### src/hw/rtl/impmp_pkg.sv
package impmp_pkg;

	localparam int DATA_BITS        = 16;
	localparam int CORDIC_STEPS     = 16;
	localparam int CORDIC_PER_STAGE = 2;
	localparam int SQRT_BITS        = 24;
	localparam int SQRT_PER_STAGE   = 3;
	localparam int CORDIC_STAGES    = (CORDIC_STEPS + CORDIC_PER_STAGE - 1) / CORDIC_PER_STAGE;
	localparam int SQRT_STAGES      = (SQRT_BITS + SQRT_PER_STAGE - 1) / SQRT_PER_STAGE;
	localparam int FRONT_STAGES     = (CORDIC_STAGES > SQRT_STAGES) ? CORDIC_STAGES : SQRT_STAGES;
	localparam int DIV_STEPS        = 32;
	localparam int LATENCY          = 1 + FRONT_STAGES + 2 + DIV_STEPS + 1;

	localparam logic [2:0] REG_CALIBRATED = 3'd0;
	localparam logic [2:0] REG_CAL_MODE   = 3'd1;
	localparam logic [2:0] REG_GAIN       = 3'd2;
	localparam logic [2:0] REG_GAIN_RATE  = 3'd3;
	localparam logic [2:0] REG_START_FREQ = 3'd4;

	localparam logic [23:0] ANGLE_MAX  = 24'd5898240;
	localparam logic signed [16:0] DEG_90  = 17'sd11520;
	localparam logic signed [16:0] DEG_180 = 17'sd23040;
	localparam logic signed [16:0] DEG_360 = 17'sd46080;

	typedef struct packed {
		logic        calibrated;
		logic        cal_mode;
		logic [47:0] gain_factor;
		logic [47:0] gain_rate;
		logic [16:0] start_frequency;
	} cfg_t;

	typedef struct packed {
		logic [2*SQRT_BITS-1:0] n;
		logic [25:0]            rem;
		logic [SQRT_BITS-1:0]   root;
		logic signed [26:0]     x;
		logic signed [26:0]     y;
		logic signed [25:0]     z;
		logic                   re_zero;
		logic                   re_neg;
		logic                   im_zero;
		logic                   im_neg;
		logic [64:0]            b;
		logic                   same;
		logic [65:0]            p;
		logic                   p_ok;
	} front_t;

	typedef struct packed {
		logic [23:0]        mag;
		logic signed [16:0] phase;
		logic [89:0]        d;
		logic               ok;
	} mul_t;

	typedef struct packed {
		logic [23:0]        mag;
		logic signed [16:0] phase;
		logic [89:0]        d;
		logic [90:0]        r;
		logic [31:0]        q;
		logic               ok;
	} div_t;

	// atan(2^-i) in degrees scaled by 2^16
	function automatic logic [21:0] atan_deg(input logic [4:0] i);
		logic [21:0] v;
		unique case (i)
			5'd0:  v = 22'd2949120;
			5'd1:  v = 22'd1740967;
			5'd2:  v = 22'd919879;
			5'd3:  v = 22'd466945;
			5'd4:  v = 22'd234379;
			5'd5:  v = 22'd117304;
			5'd6:  v = 22'd58666;
			5'd7:  v = 22'd29335;
			5'd8:  v = 22'd14668;
			5'd9:  v = 22'd7334;
			5'd10: v = 22'd3667;
			5'd11: v = 22'd1833;
			5'd12: v = 22'd917;
			5'd13: v = 22'd458;
			5'd14: v = 22'd229;
			5'd15: v = 22'd115;
			5'd16: v = 22'd57;
			5'd17: v = 22'd29;
			5'd18: v = 22'd14;
			5'd19: v = 22'd7;
			5'd20: v = 22'd4;
			5'd21: v = 22'd2;
			5'd22: v = 22'd1;
			default: v = 22'd0;
		endcase
		return v;
	endfunction

endpackage

### src/hw/rtl/impmp_mul.sv
module impmp_mul (
	input  logic                 clk,
	input  logic                 arst_n,
	input  logic                 in_vld,
	input  impmp_pkg::front_t    fr,
	output logic                 out_vld,
	output impmp_pkg::mul_t      out
);

	logic               vld_s1;
	logic [23:0]        mag_s1;
	logic signed [16:0] phase_s1;
	logic [56:0]        plo_s1;
	logic [56:0]        phi_s1;
	logic               pok_s1;
	logic               vld_s2;
	impmp_pkg::mul_t    res_s2;

	logic signed [16:0] phase_w;
	logic [89:0]        d_w;

	always_comb begin : phase_calc
		logic [23:0]        zc;
		logic [14:0]        tm;
		logic signed [16:0] term;
		logic               im_pos;
		im_pos = !fr.im_neg && !fr.im_zero;
		if (fr.z[25]) begin
			zc = '0;
		end else if (24'(fr.z) > impmp_pkg::ANGLE_MAX) begin
			zc = impmp_pkg::ANGLE_MAX;
		end else begin
			zc = 24'(fr.z);
		end
		tm = 15'((zc + 24'd256) >> 9);
		if (fr.re_zero) begin
			term = im_pos ? impmp_pkg::DEG_90 : (fr.im_neg ? -impmp_pkg::DEG_90 : '0);
		end else if (fr.im_zero) begin
			term = '0;
		end else if (fr.re_neg != fr.im_neg) begin
			term = -$signed({2'b0, tm});
		end else begin
			term = $signed({2'b0, tm});
		end
		if (!fr.re_neg && !fr.re_zero && im_pos) begin
			phase_w = term;
		end else if (fr.re_neg && im_pos) begin
			phase_w = term + impmp_pkg::DEG_180;
		end else if (fr.re_neg && fr.im_neg) begin
			phase_w = term - impmp_pkg::DEG_180;
		end else begin
			phase_w = term + impmp_pkg::DEG_360;
		end
	end

	assign d_w = {phi_s1, 33'b0} + 90'(plo_s1);

	always_ff @(posedge clk or negedge arst_n) begin
		if (!arst_n) begin
			vld_s1 <= 1'b0;
			vld_s2 <= 1'b0;
		end else begin
			vld_s1 <= in_vld;
			vld_s2 <= vld_s1;
		end
	end

	always_ff @(posedge clk) begin
		mag_s1       <= fr.root;
		phase_s1     <= phase_w;
		plo_s1       <= fr.p[32:0] * fr.root;
		phi_s1       <= fr.p[65:33] * fr.root;
		pok_s1       <= fr.p_ok;
		res_s2.mag   <= mag_s1;
		res_s2.phase <= phase_s1;
		res_s2.d     <= d_w;
		// quotient fits 32 bits only above this divisor
		res_s2.ok    <= pok_s1 && (d_w > (90'(1) << 52));
	end

	assign out_vld = vld_s2;
	assign out     = res_s2;

endmodule

### config.mk
export PLATFORM = sky130hd
export DESIGN_NAME = impmp_mul
export DESIGN_NICKNAME = d
export VERILOG_FILES = /design/src/hw/rtl/impmp_pkg.sv /design/src/hw/rtl/impmp_mul.sv
export SDC_FILE = /design/constraint.sdc
export NUM_CORES = 2
export LEC_CHECK = 0
export ABC_CLOCK_PERIOD_IN_PS = 10100
export BUFFER_PORTS_ARGS = -buffer_cell sky130_fd_sc_hd__buf_2
export CAP_MARGIN = 10
export CORE_MARGIN = 2
export CORE_UTILIZATION = 60
export CTS_CLUSTER_DIAMETER = 120
export DETAILED_ROUTE_END_ITERATION = 7
export GPL_ROUTABILITY_DRIVEN = 0
export GPL_TIMING_DRIVEN = 0
export PLACE_DENSITY = 0.8
export SETUP_SLACK_MARGIN = 0.5
export SLEW_MARGIN = 20
export SYNTH_ARGS = -nofsm -noshare
export SYNTH_HDL_FRONTEND = slang
export SYNTH_SLANG_ARGS = --single-unit
### constraint.sdc
create_clock -name clk -period 10.1 [get_ports clk]
set_input_delay 2.02 -clock clk [delete_from_list [all_inputs] [get_ports clk]]
set_output_delay 2.02 -clock clk [all_outputs]
set_load 0.02 [all_outputs]
### Yosys cells after proc, flatten, opt, wreduce, memory -nomap -nowiden

Cells that the tools add are included.

* register bits after elaboration: 290
* input bits: 318
* output and inout port bits: 133
* logic and storage cells: 42

* $add $sub $neg: 6
* $mul: 2
* $lt $le $gt $ge: 2
* equality and inequality tests: 1
* muxes and demuxes: 10
* reduce and logical (&&, ||, !) cells: 10

Operators by type and width (count)
* 17-bit two-way mux: 8
* 33-bit by 24-bit multiplier with 57-bit output: 2
* 90-bit by 57-bit adder with 90-bit output: 1
* 90-bit by 53-bit greater-than comparator with 1-bit output, second input constant: 1
* 24-bit two-way mux: 2
* 24-bit by 9-bit adder with 24-bit output, second input constant: 1
* 24-bit by 23-bit greater-than comparator with 1-bit output, second input constant: 1
* 17-bit by 16-bit adder with 17-bit output, second input constant: 1
* 17-bit adder, second input constant: 1
* 15-bit negation with 17-bit output: 1
* 17-bit by 16-bit subtractor with 17-bit output, second input constant: 1
* 1-bit logical AND: 6
* 1-bit zero test: 4
* 1-bit != test: 1

### Depth between registers and ports, before layout

* depth in word-level cells: 12
* gate-level depth with buffers: 29
* gate-level depth less buffers: 26

### Worst setup path after synthesis

OpenSTA, ideal clock, no wires.

* path type: input port to flip-flop
* start point: in fr[220] (netlist name)
* end point: reg phi_s1[55]
* library setup time: 0.118 ns
* arrival time: 9.205 ns
* required time: 9.982 ns
* path slack: 0.776 ns
* stages: 28
* path buffers: 3
* cells stage by stage: clkbuf_1 clkbuf_1 nand2_1 fa_1 inv_1 fa_1 inv_1 fa_1 fa_1 inv_1 fa_1 fa_1 inv_1 fa_1 inv_1 ha_1 clkbuf_1 and4_1 nand3_1 or4b_1 and3_1 o211ai_1 o31a_1 a2111oi_0 o41ai_1 a221o_1 a21oi_1 xnor2_1

* word-level cells in the longest chain between the ends: 1

RTL lines
* from (decl): line impmp_mul.sv:5 `input impmp_pkg::front_t fr,`
* 33-bit by 24-bit multiplier with 57-bit output: line impmp_mul.sv:72 `phi_s1 <= fr.p[65:33] * fr.root;`
* to (signal assigned): line impmp_mul.sv:72
* to (decl): line impmp_mul.sv:14 `logic [56:0] phi_s1;`

No other way between the ends.

### Worst setup path after layout

* start point: in fr[228] (netlist name)
* end point: reg plo_s1[55]

* word-level cells in the longest chain between the ends: 1

RTL lines
* 33-bit by 24-bit multiplier with 57-bit output: line impmp_mul.sv:71 `plo_s1 <= fr.p[32:0] * fr.root;`
* to (signal assigned): line impmp_mul.sv:71
* to (decl): line impmp_mul.sv:13 `logic [56:0] plo_s1;`

No other way between the ends.

==> run metrics <==
clk sinks=290; placed cells=8084; Critical R2R Launch=plo_s1[33]$_DFF_P_; Synth Area per Inst=9.13 µm²; vias=49400; Synth area leader=fa_1; Max Freq=104 MHz; CP dominant cell by count=fa_1; Clock Root Buffer=clkbuf_16; WHS Endpoint=out[105]$_DFF_P_; max-cap violations=0; Top FF cell, synth=dfxtp_1; number of remaining DRC errors=579; Final Max Slew Viols=0; reg2reg end=out[0]$_DFF_P_; status=finished with violations; port buffer count=253; Worst-path clk slew=0.07 ns; Hold Violations, Final=0; total number of yosys warnings=0; r2r setup slk=5.08 ns; initial antenna violation count=40; io pins=451; critical path startpoint category=primary input; Largest stage delay, worst path=0.67 ns; num rows=115; RSZ-0062 raised after global routing=yes; CP max FO=10; Worst-Skew Late Latency=0.64 ns; total congestion overflow=0; Post-synth EDFFs=0; post-DP HPWL=164 mm; crit-path cells=buf_2, clkbuf_4, clkbuf_4, nand2_1, fa_1, fa_1, inv_1, fa_1, fa_1, fa_1, fa_1, inv_1, fa_1, inv_1, ha_2, and3_2, nor2b_2, inv_1, o311ai_1, a311oi_2, o31ai_2, nand2_1, o21ai_1, xor2_2; synthesized flop and latch total=290; post-synthesis cell type count=85; Area growth, synth to finish=8.44%; hold depth=0; Final Cycle Share=95.4%; pin count of the biggest net entering global routing=16; Worst Hold Class=reg -> reg; Core Box Area=98600 µm²; r2r worst-path depth=15; CTS H-Tree Depth=2; drt first pass iters=8; Final Skew=0.0595 ns; crit path kind=in -> reg; Initial Util=60.6%; CTS Buffer Depth=3; syn nets=8620; cell with the most instances after synthesis=inv_1; layout cell share with drive strength beyond 1=8.66%; Synth area leaders=fa_1, dfxtp_1, inv_1; die area=102000 µm²; CTS buffer count=34; final-report setup violation count=0; FF+latch area=5820 µm²; vias in the first global route=50600; Die Ht=320 µm; DRT iter0 DRCs=6311; commonest cells in the netlist=inv_1, fa_1, nand2_1, and2_1, ha_1; Worst Max-Slew Pin Slew=1.23 ns; Syn Inst Count=6543; top cell type's share of synthesized area=45.6%; die extent in x=320 µm; CP endpoint kind=flip-flop; routed length per placed instance=24.8 µm; Detailed Route WL=204 mm; non-filler cells, final=8207; total track usage=40.5%; Min-Delay Startpoint=phase_s1[14]$_DFF_P_; footprint of the multi-input gates=47300 µm²; via density per instance=6.02; Post-synth ARST share=0.690%; sequential share of the synthesized area=9.73%; number of routed nets with antenna violations=0; Tmin final=9.63 ns; WP data arrival=10.12 ns; WP data required=10.58 ns; first-pass GRT wire length=302 mm; failing checks=design-rule violations; final net count=8916; CP max stage cell=fa_1; Netlist Area Pre-Place=59700 µm²; Filler cells=7647; CTS tree=yes; Slew HR=18.0%
## worst max-delay path, delay by kind of cell
| family | cells | cell delay (ns) |
|---|---|---|
| xor gates and xnor gates | 1 | 0.35 |
| buffers and inverters | 7 | 1.20 |
| and+or+nand+nor | 4 | 0.90 |
| AOI/OAI and AO/OA | 4 | 1.34 |
| adders and majority gates | 8 | 4.26 |
## routing by layer
metal	track usage, %	share of wire (%)
met5	4.30	0.52
met4	29.4	9.7
met3	20.4	16
met2	57.5	41
met1	46.8	33
## state kept, by name (all words and copies together), names as in the netlist
name,count
phase_s1,17
pok_s1,1
phi_s1,57
vld_s1,1
out,132
plo_s1,57
mag_s1,24
out_vld,1
## area by class of cell
| type | instances | area share, % |
|---|---|---|
| well taps | 1287 | 2.49 |
| clock inverters | 22 | 0.471 |
| diodes | 61 | 0.236 |
| clock buffers | 34 | 1.31 |
| multi-input cells | 4427 | 73.0 |
| flip-flops and latches | 290 | 8.98 |
| inverters | 1508 | 8.74 |
| repair buffers | 260 | 2.07 |
| plain buffers | 318 | 2.69 |
## kinds of logic after synthesis
group,share of synthesized area (%)
XOR/XNOR,2.57
AO/OA/AOI/OAI,4.79
buffers and inverters,11.5
flip-flops,9.73
adder cells (fa/ha/maj),53.9
multiplexers,0.136
AND/OR/NAND/NOR,17.3
## what timing repair did
action | in CTS | in global routing
setup endpoints to repair | 60 | 20
hold buffers | 0 | 0
resized for setup | 190 | 302
gates cloned | 0 | 0
setup buffers | 2 | 4
pin swaps | 4 | 8
## worst max-delay path by stage
stage	start	to	slack [ns]	cells after the start
finish	fr[228]	plo_s1[55]$_DFF_P_	0.47	24
detailed placement	fr[220]	plo_s1[54]$_DFF_P_	-1.82	28
floorplan	fr[220]	phi_s1[55]$_DFF_P_	0.78	28
CTS	fr[226]	plo_s1[56]$_DFF_P_	0.48	27
global route	fr[18]	plo_s1[56]$_DFF_P_	0.46	27
global placement	fr[219]	plo_s1[54]$_DFF_P_	-2.43	26
## stage by stage
stage / hold WS, ns / utilization, % / area [µm²] / TNS (ns) / worst slack [ns]
after floorplan: 0.310 / - / 59700 / 0 / 0.776
after global placement: 0.310 / 63.5 / 62600 / -73.08 / -2.43
after detailed placement: 0.312 / 63.6 / 62700 / -49.26 / -1.82
after CTS: 0.325 / 65.2 / 64300 / 0 / 0.481
after global routing: 0.327 / 65.6 / 64700 / 0 / 0.464
final: 0.322 / 65.7 / 64800 / 0 / 0.466
## layout by cell type, fill, tap and decap left out, types with 8 or more instances in the layout
master	instances
nor2_1	104
nor3_1	41
clkbuf_16	34
nand4_1	19
fa_1	1360
diode_2	61
dfxtp_1	288
a21oi_1	123
o21bai_1	23
buf_4	29
ha_1	397
xnor2_1	110
clkbuf_4	36
clkbuf_1	100
clkbuf_2	127
a31oi_1	14
buf_2	267
and4_1	8
xor2_1	61
a211oi_1	19
o21ai_0	66
nor2b_1	12
or3_1	13
or2_2	12
a21o_1	67
inv_1	1507
or4_1	9
o21ai_1	8
buf_6	10
o211ai_1	8
nand2_1	884
and3_1	21
and2_1	810
nand2b_1	24
nand3_1	47
o21a_1	20
nor4_1	23
Power is left out: the tool's default activity adds up to more than one toggle a clock period on the data nets, which glitch-free logic cannot reach.
